### config.mk
export PLATFORM = sky130hd
export DESIGN_NAME = sacl_ram
export DESIGN_NICKNAME = d
export VERILOG_FILES = /design/src/rtl/core/sacl_ram.sv
export SDC_FILE = /design/constraint.sdc
export NUM_CORES = 2
export LEC_CHECK = 0
export BUFFER_PORTS_ARGS = -buffer_cell sky130_fd_sc_hd__buf_2
export CAP_MARGIN = 15
export CORE_ASPECT_RATIO = 2
export CORE_MARGIN = 1
export CORE_UTILIZATION = 43
export DETAILED_ROUTE_END_ITERATION = 6
export PLACE_DENSITY_LB_ADDON = 0.2
export SLEW_MARGIN = 20
export SYNTH_ARGS = -nofsm -noshare
export SYNTH_HDL_FRONTEND = slang
export SYNTH_SLANG_ARGS = --single-unit
### constraint.sdc
create_clock -name clock -period 2 [get_ports clock]
set_input_delay 0.2 -clock clock [delete_from_list [all_inputs] [get_ports clock]]
set_output_delay 0.2 -clock clock [all_outputs]
set_load 0.01 [all_outputs]
### src/rtl/core/sacl_ram.sv
`default_nettype none
// ----------------------------------------------------------------------------
// sacl_ram
// Generic single-port-write, single-port-read RAM with registered read.
// ----------------------------------------------------------------------------
module sacl_ram #(
   parameter int unsigned WIDTH = 8,
   parameter int unsigned DEPTH = 256
) (
   input  wire logic                     clock,
   input  wire logic                     wr_en,
   input  wire logic [$clog2(DEPTH)-1:0] wr_addr,
   input  wire logic [WIDTH-1:0]         wr_data,
   input  wire logic [$clog2(DEPTH)-1:0] rd_addr,
   output      logic [WIDTH-1:0]         rd_data
);

   logic [WIDTH-1:0] mem [DEPTH];

   always_ff @(posedge clock) begin
      if (wr_en) begin
         mem[wr_addr] <= wr_data;
      end
      rd_data <= mem[rd_addr];
   end

endmodule : sacl_ram
`default_nettype wire

; ---- Word-level counts from Yosys, hierarchy flattened
; Memory sizes are Yosys's and may differ from the RTL's. A register that Yosys moved wholly into a read port is not among the register bits.
; Cells that the tools add are included.
[word_totals]
regBits = 0
ramBits = 2048
input_bits = 26
out_inout_bits = 8
elab_cells = 3
memories = 1
[memory_table]
columns = name, words, word_bits, rd, rd_clocked_by_memory_dff, wr, line
row1 = mem, 256, 8, 1, 1, 1, 18  ; logic [WIDTH-1:0] mem [DEPTH];
[classes]
muxes = 2
[op_table]
columns = op, n
row1 = $mux 1, 2

; ---- Logic depth before layout (Yosys ltp)
[depth]
word_depth = 2
ltp_mapped = 11
depth_no_buf = 6

; ---- Least setup slack after synthesis
; OpenSTA, ideal clock, no wires.
[synth_timing]
kind = input to register
startpoint = in rd_addr[0]
endpoint = reg rd_data[2] (read register of mem)
setup_time_ps = 131
arrival_time_ps = 2007
required_ps = 1869
path_slack_ps = -138
cell_stages = 9
path_buffers = 4
path_cell_list = buf_6 buf_12 buf_8 buf_2 mux4_2 a22oi_1 a21oi_1 nor4_1 nor4_2
[synth_rtl]
columns = element, line
row1 = from (decl), 14  ; input wire logic [$clog2(DEPTH)-1:0] rd_addr,
row2 = to (decl), 15  ; output logic [WIDTH-1:0] rd_data

==> results by group <==
Status
  – Status: finished with violations
  – Violated checks: setup timing

Power and ir drop
  – PwrDens: 923 nW/um2
  – Lkg Pwr: a little over 30 nW
  – Worst VDD drop: slightly above 0.0008 V

Worst hold path
  – Worst min-delay path class: in -> reg
  – Hold_sp: wr_addr[2]

Timing
  – Post-layout min period: 2.29 ns
  – Relative slew slack: 48.4%
  – Final Worst Setup Slack: -0.292 ns
  – Clock Skew: between 0.02 and 0.025 ns
  – Fin. max-slew vios: 0
  – Final Hold Fails: 0
  – Period utilization: 115%
  – F_max: 436 MHz
  – Endpoints failing setup: 8
  – Worst Tran Pin Value: about 0.77 ns
  – RSZ-0062 raised after global routing: true
  – Hold WS: 0.101 ns

Worst setup path
  – Crit path DAT: 3.01 ns
  – Crit end category: flop
  – Worst Path Required: 2.71 ns
  – Critical Path Max Stage Delay: 0.50 ns
  – Startpoint Class: flop
  – Critical R2R Launch: mem[51][0]$_DFFE_PP_
  – CP cell instances: mux4_2 > o211ai_1 > nand3_2 > nor4_4 > buf_4 > nor4_2
  – Crit path launch: mem[51][0]$_DFFE_PP_
  – Crit-path max FO: 1
  – Worst path slowest cell: mux4_2
  – WS Path Type: reg -> reg

Route
  – Avg Vias per Cell: 5.81
  – First DRT Iteration DRCs: approximately 3500
  – Via Count: 40700
  – Final WL: 223 mm
  – ANT nets after route: 0
  – Routed WL per cell: 31.8 um
  – Drt pass-1 iters: 5
  – # DRC: 0

Clocking
  – TritonCTS clock tree: built
  – Clock tree buffer depth: 4
  – Root buffer cell: clkbuf_16
  – Clk_lat worst skew: 0.83 ns
  – Clock H-tree levels: 4
  – # clock sinks: ~2000
  – Clock transition at path regs: 0.07 ns
  – TritonCTS buffer count: 178

Global routing
  – First-pass GRT wire length: 315 mm
  – GR Util met2: 46.2%
  – Global Route Usage Sum: 24.0%
  – Largest net degree at the start of global routing: between 70 and 80
  – GRT Max-Usage Layer: met2
  – Met3 usage: 2.56%
  – Grt met1 use: between 20% and 30%
  – Initial antenna violation count: 12
  – Vias in the first global route: 42800
  – Global route total overflow: 0

Yosys
  – Seq/Total Area, Yosys: 77.5%
  – Flops & latches, synth: 2056
  – Post-Syn Area per Cell: 21.3 um2
  – Cells after synthesis: roughly 3700
  – Unique masters post-synth: 55
  – Post-Syn Area: about 80000 um2
  – Number of synthesized flops with an enable pin: 2048
  – Ys async rst share: 0%
  – Top FF cell, synth: edfxtp_1
  – Warnings from Yosys: 0
  – Syn nets: ~3800

Die
  – Core Box Area: 184000 um2
  – Row cnt: 223
  – IO Pins: 34
  – Initial Utilization: between 40% and 50%
  – Chip height: 610 um
  – Die area: 187000 um2
  – Die width: a little over 300 um

Placement
  – GP Congestion: 0.857
  – Port bufs: 33
  – Final HPWL DP: 157 mm

Final layout
  – Layout cell share with drive strength beyond 1: roughly a third
  – P&R area growth vs syn: 19.6%
  – Post-layout util: 51.7%
  – Nets@finish: 4548

Flow run
  – Total of max-cap violations: 0
[routing by layer]
layer,vias to the layer above,wire length (um)
met1,21900,76300
met4,8,11400
met2,1204,126000
met3,415,9280
li1,17200,-
met5,-,43
[cell usage in the layout (no fill, tap or decap), types with 33 or more instances in the layout]
cell	n
clkinv_1	33
buf_4	688
a21oi_1	93
edfxtp_1	2048
mux4_2	455
buf_12	112
mux2i_1	134
clkbuf_16	179
a22oi_1	130
nor2_1	274
o221ai_1	46
nand2_1	33
[path summary, 6_finish.rpt]
kind / to / slack, ns / depth (start not counted)
worst max register to register: rd_data[0]$_DFF_P_ / -0.29 / 6
worst max-delay path: rd_data[0]$_DFF_P_ / -0.29 / 6
worst min register to register: rd_data[1]$_DFF_P_ / 1.10 / 7
worst min-delay path: mem[174][4]$_DFFE_PP_ / 0.10 / 4
[layout make-up]
| type | count | area [um2] |
|---|---|---|
| antenna | 5 | 12.5 |
| clock buffer | 203 | 4570 |
| clock inverter | 98 | 1070 |
| fill | 14600 | 89000 |
| inverter | 2 | 7.51 |
| multi-input combinational | 1442 | 17100 |
| sequential | 2056 | 61700 |
| tap | 2362 | 2960 |
| timing repair buffer | 842 | 7780 |
[per-stage QoR]
| stage | power [mW] | setup WS (ns) | TNS, ns | std cells | instance area [um2] |
|---|---|---|---|---|---|
| 4_1_cts | 88.4 | -0.390 | -2.54 | 7006 | 95000 |
| 6_report | 87.8 | -0.292 | -1.87 | 7010 | 95200 |
| 3_3_place_gp | 53.9 | -1.86 | -12.54 | 6696 | 88900 |
| 5_1_grt | 89.9 | -0.350 | -2.17 | 7006 | 95100 |
| 2_1_floorplan | 50.8 | -0.0188 | -3.33 | 3733 | 79800 |
| 3_5_place_dp | 54.0 | -1.70 | -10.61 | 6698 | 88900 |
[synth_stat cells, drive strengths merged (5+ instances only)]
| master | number | area, um2 |
|---|---|---|
| o22ai | 28 | 175 |
| a221oi | 14 | 129 |
| o211ai | 10 | 75.1 |
| nor4 | 27 | 188 |
| nor2 | 282 | 1060 |
| a22oi | 133 | 998 |
| o21ai | 12 | 60.1 |
| mux2i | 134 | 1340 |
| edfxtp | 2048 | 61500 |
| and2 | 6 | 37.5 |
| buf | 122 | 1030 |
| a2111oi | 5 | 52.6 |
| nor2b | 31 | 194 |
| mux4 | 456 | 10300 |
| o221ai | 47 | 418 |
| a22o | 8 | 70.1 |
| clkbuf | 111 | 417 |
| a21oi | 96 | 480 |
| o22a | 5 | 43.8 |
| nand4 | 10 | 62.6 |
| nand2b | 8 | 50.1 |
| nand2 | 33 | 124 |
| dfxtp | 8 | 160 |
| o32ai | 5 | 51.3 |
| nand3 | 34 | 170 |
| a211oi | 16 | 120 |
| nor3 | 22 | 110 |
[repair_timing]
action,CTS,global route
gates resized for setup,62,22
endpoints found under the hold margin,402,0
buffers inserted,0,0
pin swaps,20,19
hold buffers,8,0
setup endpoints to repair,9,8
[registers in the layout, summed over array words and instances, names as in the netlist]
register / cells
rd_data: 8
mem: 2048
[logic make-up (layout without fill, tap and decap cells)]
group	after synthesis	after routing	synth area share [%]
muxes	591	591	14.6
AOI/OAI and AO/OA	385	385	3.42
buffers and inverters	235	1145	1.83
other	0	5	0
DFF	2056	2056	77.5
and+or+nand+nor	466	466	2.63
[worst max-delay path, delay by kind of cell (launching register included)]
| family | cells | cell delay, ns |
|---|---|---|
| multiplexers | 1 | 0.50 |
| buffers and inverters | 1 | 0.24 |
| flip-flops | 1 | 0.38 |
| AO/OA/AOI/OAI | 1 | 0.40 |
| AND/OR/NAND/NOR | 3 | 0.66 |
[power breakdown]
group | switching [mW] | internal (mW) | leakage, nW | total [mW]
Sequential | 0.115 | 47.5 | 18.5 | 47.6
Combinational | 3.28 | 2.29 | 9.68 | 5.56
Clock | 15.3 | 19.3 | 2.74 | 34.7
Note: power is estimated with default switching activity, not from simulation.
